$ cat src/olist_pkg.sv
// shared types, widths and codes for the ordered list unit
package olist_pkg;

    localparam int DATA_W       = 32;
    localparam int POS_W        = 8;
    localparam int CNT_W        = 8;
    localparam int KIND_W       = 3;
    localparam int STATUS_W     = 3;
    localparam int CAPACITY_DEF = 128;

    typedef enum logic [KIND_W-1:0] {
        K_CLEAR  = 3'd0,
        K_INSERT = 3'd1,
        K_DELETE = 3'd2,
        K_SEARCH = 3'd3,
        K_READ   = 3'd4
    } kind_t;

    typedef enum logic [STATUS_W-1:0] {
        ST_OK       = 3'd0,
        ST_FULL     = 3'd1,
        ST_EMPTY    = 3'd2,
        ST_BADPOS   = 3'd3,
        ST_NOTFOUND = 3'd4
    } status_t;

    // controller to datapath
    typedef struct packed {
        logic load;      // latch the accepted word
        logic start;     // run checks, init pointer
        logic rd;        // issue a list read
        logic wb;        // use read data: shift write or compare
        logic fin;       // closing write and count update
        logic out_load;  // move result into output register
    } cmd_t;

    // datapath to controller
    typedef struct packed {
        logic no_loop;   // operation finished after checks
        logic more;      // another element to visit
        logic stop;      // read data ends the operation
    } sts_t;

endpackage

$ cat src/olist_ctrl.sv
// sequencer for the ordered list unit
module olist_ctrl (
    input  logic               aclk,
    input  logic               aresetn,
    input  logic               s_tvalid,
    output logic               s_tready,
    output logic               m_tvalid,
    input  logic               m_tready,
    input  olist_pkg::sts_t    sts,
    output olist_pkg::cmd_t    cmd
);

    typedef enum logic [5:0] {
        S_IDLE  = 6'b000001,
        S_START = 6'b000010,
        S_LOOP  = 6'b000100,
        S_WB    = 6'b001000,
        S_FIN   = 6'b010000,
        S_DONE  = 6'b100000
    } state_t;

    state_t state_reg, state_next;
    logic   m_valid_reg, m_valid_next;

    assign s_tready = (state_reg == S_IDLE);
    assign m_tvalid = m_valid_reg;

    always_comb begin
        state_next = state_reg;
        cmd        = '0;
        case (state_reg)
            S_IDLE: begin
                if (s_tvalid) begin
                    cmd.load   = 1'b1;
                    state_next = S_START;
                end
            end
            S_START: begin
                cmd.start  = 1'b1;
                state_next = sts.no_loop ? S_DONE : S_LOOP;
            end
            S_LOOP: begin
                if (sts.more) begin
                    cmd.rd     = 1'b1;
                    state_next = S_WB;
                end else begin
                    state_next = S_FIN;
                end
            end
            S_WB: begin
                cmd.wb     = 1'b1;
                state_next = sts.stop ? S_FIN : S_LOOP;
            end
            S_FIN: begin
                cmd.fin    = 1'b1;
                state_next = S_DONE;
            end
            S_DONE: begin
                // wait for the output register to free up
                if (!m_valid_reg || m_tready) begin
                    cmd.out_load = 1'b1;
                    state_next   = S_IDLE;
                end
            end
            default: state_next = S_IDLE;
        endcase
    end

    always_comb begin
        if (cmd.out_load) begin
            m_valid_next = 1'b1;
        end else if (m_tready) begin
            m_valid_next = 1'b0;
        end else begin
            m_valid_next = m_valid_reg;
        end
    end

    always_ff @(posedge aclk) begin
        if (!aresetn) begin
            state_reg   <= S_IDLE;
            m_valid_reg <= 1'b0;
        end else begin
            state_reg   <= state_next;
            m_valid_reg <= m_valid_next;
        end
    end

endmodule

$ cat config.mk
export PLATFORM = sky130hd
export DESIGN_NAME = olist_ctrl
export DESIGN_NICKNAME = d
export VERILOG_FILES = /design/src/olist_pkg.sv /design/src/olist_ctrl.sv
export SDC_FILE = /design/constraint.sdc
export NUM_CORES = 1
export LEC_CHECK = 0
export CAP_MARGIN = 25
export CORE_UTILIZATION = 30
export DETAILED_ROUTE_END_ITERATION = 6
export DONT_BUFFER_PORTS = 1
export PLACE_DENSITY = 0.42
export SLEW_MARGIN = 20
export SYNTH_ARGS = -nofsm -noshare
export SYNTH_HDL_FRONTEND = slang
export SYNTH_SLANG_ARGS = --single-unit
$ cat constraint.sdc
create_clock -name aclk -period 1.7 [get_ports aclk]
set_input_delay 0.34 -clock aclk [delete_from_list [all_inputs] [get_ports aclk]]
set_output_delay 0.34 -clock aclk [all_outputs]
set_load 0.05 [all_outputs]
After elaboration in Yosys (flattened, before gate mapping). Cells that the tools add are included.

Output and inout port bits: 8. Memory bits (read-only): 0. Latch bits: 0. Word-level logic and storage cells: 31. Input port bits: 7. Memories kept: 0. Memory bits (writable): 0. Bits in registers: 7.

Equal/unequal tests: 8. $mul: 0. Multiplexer cells: 17. Magnitude comparators: 0. Bitwise gates (word level): 0. Divide/modulo/power cells: 0. Add/subtract/negate cells: 0. Reductions and logical operators: 4. Shifts and indexed selects: 0.

Operator list (number): $pmux 6 s6 (1); $mux 6 (3); $mux 1 (11); $mux 5 (2); $eq 6x1->1 const B (1); $eq 6x2->1 const B (1); $eq 6x3->1 const B (1); $eq 6x4->1 const B (1); $eq 6x5->1 const B (1); $eq 6x6->1 const B (1); $ne 2x2->1 const B (2); $reduce_and 2->1 (1); $reduce_bool 2->1 (1); $logic_not 1->1 (1); $logic_or 1x1->1 (1).

Logic depth before layout (Yosys ltp). Gate-level depths: netlist of the first run.

Depth in word-level cells: 5. Gate-level depth with buffers: 5.

Least setup slack after synthesis of the first run. Ideal clock, no wire load.

Path kind: reg2out. Start point: register state_reg[0]. End point: output port cmd[1] in the netlist's numbering. Arrival time: 1904 ps. Path slack: -544 ps. Data required time: 1360 ps. Buffers on the path: 0. Cell stages (with the launch flop): 3. Cell sequence: dfxtp_1 or3_4 nor3b_1.

RTL lines: start, declared (line olist_ctrl.sv:22) `state_t state_reg, state_next;`; start signal, assigned (line olist_ctrl.sv:84) `state_reg <= state_next;`; end, declared (line olist_ctrl.sv:10) `output olist_pkg::cmd_t cmd`.

Worst setup path in the final report of the first run.
Start point: register state_reg[0]. End point: output port cmd[4] in the netlist's numbering.

Cells in the longest elaborated chain, start to end: 2.

RTL lines: $eq 6x2->1 (line olist_ctrl.sv:31) `case (state_reg)`; $mux 1 (line olist_ctrl.sv:31).

No other way between the ends.

==> results of run 1 <==
-- cells by family after synthesis --
family                 Yosys count
and+or+nand+nor                 29
AOI/OAI and AO/OA                9
DFF                              7
buffers and inverters            6
-- stage by stage --
stage | util | TNS, ps | cell area (µm²) | hold WS, ps | setup WS [ps]
after floorplan | - | 0 | 444.2 | 418.6 | 71.74
after global placement | 0.4207 | 0 | 554.3 | 425.5 | 214.9
after detailed placement | 0.4207 | 0 | 554.3 | 426.6 | 202.4
after CTS | 0.4501 | -185.4 | 593.1 | 154.4 | -72.21
after global routing | 0.4625 | -420.6 | 609.3 | 164.2 | -124.6
final | 0.4625 | -97.73 | 609.3 | 153.4 | -49.81
-- worst min-delay path by stage --
| stage | startpoint | endpoint | slack [ps] | cells past startpoint |
|---|---|---|---|---|
| floorplan | aresetn | state_reg[0] | 420 | 1 |
| global placement | aresetn | state_reg[0] | 430 | 1 |
| detailed placement | aresetn | state_reg[0] | 430 | 1 |
| CTS | aresetn | state_reg[0] | 150 | 1 |
| global route | aresetn | state_reg[0] | 160 | 1 |
| finish | aresetn | state_reg[0] | 150 | 1 |
-- routing by layer --
metal	track usage	vias up
met5	0	-
met3	0.02778	4
li1	-	202
met4	0.1466	0
met1	0.2199	191
met2	0.2379	16
-- report_power, final --
| group | internal [mW] | switching [mW] | leakage, nW |
|---|---|---|---|
| clock | 0.0901 | 0.0697 | 0.0150 |
| combinational | 0.0426 | 0.0577 | 0.163 |
| sequential | 0.169 | 0.0119 | 0.0579 |
-- cell type report --
| cell class | instances | area [µm²] | area share |
|---|---|---|---|
| Multi-Input combinational cell | 38 | 292.8 | 0.4805 |
| Sequential cell | 7 | 146.4 | 0.2402 |
| Timing Repair Buffer | 8 | 110.1 | 0.1807 |
| Clock buffer | 4 | 26.28 | 0.04312 |
| Tap cell | 15 | 18.77 | 0.03080 |
| Inverter | 4 | 15.01 | 0.02464 |
-- cells in the final DEF (no fill, tap or decap), types with 2 or more instances in the layout --
cell type / Yosys / layout
nor2b_1: 5 / 5
nor2_1: 5 / 4
inv_1: 4 / 4
dfxtp_1: 7 / 4
buf_4: 1 / 4
buf_12: 0 / 4
and2_1: 4 / 3
nand2_1: 3 / 3
clkbuf_4: 0 / 3
nor3b_4: 1 / 2
and3_1: 3 / 2
dfxtp_2: 0 / 2
-- worst max-delay path: cells and delay by family, from the launching register on --
kind,cells,cell delay (ps)
and+or+nand+nor,2,630
buffers and inverters,1,160
DFF,1,360
-- what timing repair did --
action                     in CTS  in global routing
setup endpoints to repair       6                  7
buffers inserted                0                  0
resized for setup               4                  5
pin swaps                       3                  5
hold endpoints to repair        0                  0
==> flow_summary.yaml, run 1 <==
status:
  run_status: "finished, violations left"
  violations: "negative setup slack"
sta:
  period_minus_slack_ps: 1750
  finClkSkew_ps: 6.946
  fin_ws_ps: -49.81
  tightest_slew_ps: 285.1
  min_period_over_period: 1.029
  timing.fmax_mhz: 571.5
  relSlewSlack: 0.8097
  rsz0062_at_grt: "yes"
  drv_slew: 0
  setup_violations: 2
  finalHoldViolations: 0
cells_and_area:
  largest_register_ffs: 6
  fill_cells: 129
  final_cells: 76
  nets: 69
  antennaDiodeCount: 0
  area_growth_syn_to_layout_pct: 41.16
  drive_gt1_frac: 0.3770
worst_setup_path:
  cp-startpoint: "state_reg[0]"
  critPathMaxStageDelay_ps: 410
  r2r_end: "state_reg[2]"
  r2r_slack_ps: 260
  crit_end: "cmd[4]"
  crit_arrival_ps: 1410
  required_ps: 1360
  end_kind: "primary output"
  reg2reg_depth: 5
  cpMaxStageDelayCell: "or3_4"
  timing.rr.start: "state_reg[0]"
  crit_path_start_kind: "flop"
  cp_max_fo: 6
  path_cells: "or3_4, nor3b_4, buf_12"
  setup.worst_path.class: "flop to primary output"
synthesis:
  syn_nets: 58
  yosysMostFrequentCell: "dfxtp_1"
  synth_top_family_by_area: "simple AND/OR/NAND/NOR gates"
  yosys-top-cells-area: "dfxtp_1 (32%), nor2b_1 (7.2%), and2_1 (5.8%)"
  post_synth_num_cell_types: 27
  synth_edf_count: 0
  synth_top_area_frac: 0.3246
  synthSimpleGateAreaFrac: 0.4493
  synth_top_area_cell: "dfxtp_1"
  synth-seq-cells: 7
  yosys.area_share.adder: 0
  synthMuxAreaShare: 0
  synthTopCellsByCount: "dfxtp_1 (7), nor2_1 (5), nor2b_1 (5), and2_1 (4), inv_1 (4)"
  yosysWarnings: 0
  synthXorXnorAreaFrac: 0
  syn_area_um2: 431.7
  synth_cells: 51
  synth_compound_area_frac: 0.1478
  synth_area_per_cell_um2: 8.464
  ys_seq_area_frac: 0.3246
  async_flop_share: 0
  yosys_most_used_dff: "dfxtp_1"
worst_hold_path:
  hold_path_class: "primary input to flop"
drt:
  drc: 0
  met1_length_um: 433
  drt_pass1_iterations: 2
  wire_per_inst_um: 13.43
  ant_nets: 0
  dr_wl_met3_um: 74
  top_layer_used: "met4"
  routed_wl_um: 1021
  drt_iter0_drc: 8
  via_per_inst: 5.434
  vias: 413
  wl_met2_um: 481
floorplanning:
  core.rowCount: 13
  io_pins: 15
  core_um2: 1318
  die-height_um: 39.93
  die-area_um2: 1594
  start_util: 0.3276
  fp.dieW_um: 39.93
clock_tree:
  cts_tree: "yes"
  clock-sinks: 7
  clock_path_buffers: 2
  cts-root-buf: "clkbuf_4"
  numCtsBuffers: 3
  clkTransAtPathRegs_ps: 60
  htree_levels: 1
  hold_buffers: 0
  clkLatencyLatePin_ps: 260
power:
  peakVddDrop_uv: 458.0
  report.power.total_uw: 441.1
  powerDensity_nw_per_um2: 723.8
  p_leak_nw: 0.2355
placed_design:
  port-buffer-count: 0
  dpl.cell_count: 72
  dpl.hpwl_um: 745.1
  place_congestion: 0.8119
run:
  maxCapViolCount: 0
global_route:
  grt_use_total: 0.1688
  grt_pass1_vias: 393
  grt_max_degree: 8
  grt-ovfl-total: 0
  grt_pass1_wl_um: 1725
  antenna_found_initial: 0
Power figures use the tool's default switching activity.
==> inputs of run 2 (changes only) <==
Settings changed: CORE_AREA set to 2 2 39 41, CORE_UTILIZATION 30 to unset, DIE_AREA set to 0 0 41 43, PLACE_DENSITY 0.42 to 0.44.
==> flow_summary.yaml, run 2 (synthesis gave the netlist of run 1 again) <==
sta:
  rsz0062_at_grt: "yes"
  drv_slew: 0
  min_period_over_period: 1.033
  timing.fmax_mhz: 569.3
  fin_ws_ps: -56.44
  finClkSkew_ps: 4.515
  finalHoldViolations: 0
  tightest_slew_ps: 334.3
  relSlewSlack: 0.7736
  setup_violations: 2
  period_minus_slack_ps: 1756
floorplanning:
  die-area_um2: 1763
  fp.dieW_um: 41
  die-height_um: 43
  io_pins: 15
  start_util: 0.3119
  core_um2: 1384
  core.rowCount: 14
worst_setup_path:
  crit_path_start_kind: "flop"
  r2r_end: "state_reg[2]"
  reg2reg_depth: 5
  setup.worst_path.class: "flop to primary output"
  crit_arrival_ps: 1420
  cpMaxStageDelayCell: "or3_4"
  required_ps: 1360
  critPathMaxStageDelay_ps: 420
  r2r_slack_ps: 280
  path_cells: "or3_4, nor3b_4, buf_12"
  end_kind: "primary output"
  cp_max_fo: 4
  timing.rr.start: "state_reg[3]"
  cp-startpoint: "state_reg[3]"
placed_design:
  dpl.hpwl_um: 750.9
  dpl.cell_count: 73
  port-buffer-count: 0
  place_congestion: 0.8400
power:
  peakVddDrop_uv: 327.9
  p_leak_nw: 0.2497
  power_frac_seq: 0.414
  p_int_uw: 304.8
  switching_share: 0.3112
  powerDensity_nw_per_um2: 697.6
  combPwrFrac: 0.229
  clkPwrFrac: 0.358
  switchingPower_uw: 137.7
cells_and_area:
  area_growth_syn_to_layout_pct: 46.96
  fill_cells: 135
  antennaDiodeCount: 0
  layout_common_cells: "buf_4 (6), dfxtp_2 (6), nor2_1 (4), inv_1 (4), buf_12 (4)"
  nets: 71
  largest_register_ffs: 6
  final_cells: 79
  drive_gt1_frac: 0.4921
  final_core_util: 0.4584
worst_hold_path:
  hold_path_class: "primary input to flop"
  worstHoldEndpoint: "state_reg[0]"
  worstHoldStart: "aresetn"
  worstHoldPathCells: 1
drt:
  drt_pass1_iterations: 4
  drc: 0
  via_per_inst: 5.127
  routed_wl_um: 1008
  drt_iter0_drc: 3
  ant_nets: 0
  vias: 405
  wire_per_inst_um: 12.76
clock_tree:
  cts_tree: "yes"
  clock-sinks: 7
  clkLatencyLatePin_ps: 260
  numCtsBuffers: 3
  clock_path_buffers: 2
  cts-root-buf: "clkbuf_4"
  hold_buffers: 0
  htree_levels: 1
  clkTransAtPathRegs_ps: 60
global_route:
  grt-ovfl-total: 0
  antenna_found_initial: 0
  grt_max_degree: 8
  grt_use_total: 0.1440
  grt_pass1_wl_um: 1669
  grt_pass1_vias: 379
status:
  violations: "negative setup slack"
  run_status: "finished, violations left"
run:
  maxCapViolCount: 0
## run 2: stage by stage
stage	power (mW)	hold WS, ps	TNS [ps]	worst slack [ps]	area (µm²)
2_1_floorplan	0.2577	418.6	0	71.74	444.2
3_3_place_gp	0.2758	427.0	0	190.3	555.5
3_5_place_dp	0.2765	426.8	0	157.1	555.5
4_1_cts	0.4433	155.8	-163.9	-74.28	610.6
5_1_grt	0.4744	156.5	-293.2	-131.6	634.4
6_report	0.4425	157.5	-80.40	-56.44	634.4
## run 2: final cells by class
| type | instances | area (µm²) | area share |
|---|---|---|---|
| Clock buffer | 4 | 26.28 | 0.04142 |
| Inverter | 4 | 15.01 | 0.02367 |
| Multi-Input combinational cell | 38 | 300.3 | 0.4734 |
| Sequential cell | 7 | 147.6 | 0.2327 |
| Tap cell | 16 | 20.02 | 0.03156 |
| Timing Repair Buffer | 10 | 125.1 | 0.1972 |
## run 2: how the worst max path moves through the flow
| stage | end | slack, ps | depth (start not counted) |
|---|---|---|---|
| global placement | cmd[4] | 190 | 3 |
| finish | cmd[4] | -60 | 3 |
| detailed placement | cmd[4] | 160 | 3 |
| floorplan | state_reg[2] | 70 | 4 |
| CTS | cmd[4] | -70 | 3 |
| global route | cmd[4] | -130 | 3 |
## run 2: power by group through the flow
stage               registers [mW]  logic, mW  clock network (mW)
CTS                          0.181      0.101               0.162
finish                       0.183      0.101               0.158
global route                 0.184      0.110               0.181
detailed placement           0.182     0.0944                   0
floorplan                    0.180     0.0775                   0
global placement             0.182     0.0942                   0
## run 2: worst max-delay path: cells and delay by family (launching register included)
family,cells,cell delay (ps)
buf+inv,1,170
flops,1,340
simple gates,2,660
## run 2: metal layers
layer | track usage | wire length, µm | up-vias
li1 | - | - | 205
met1 | 0.1851 | 421 | 182
met2 | 0.1969 | 504 | 14
met3 | 0.05759 | 69 | 4
met4 | 0.08000 | 12 | 0
met5 | 0 | 0 | -
## run 2: timing repair
item | CTS | global route
resized for setup | 5 | 9
cloned | 0 | 0
buffers inserted | 2 | 0
endpoints found under the setup margin | 6 | 7
pin swaps | 2 | 3
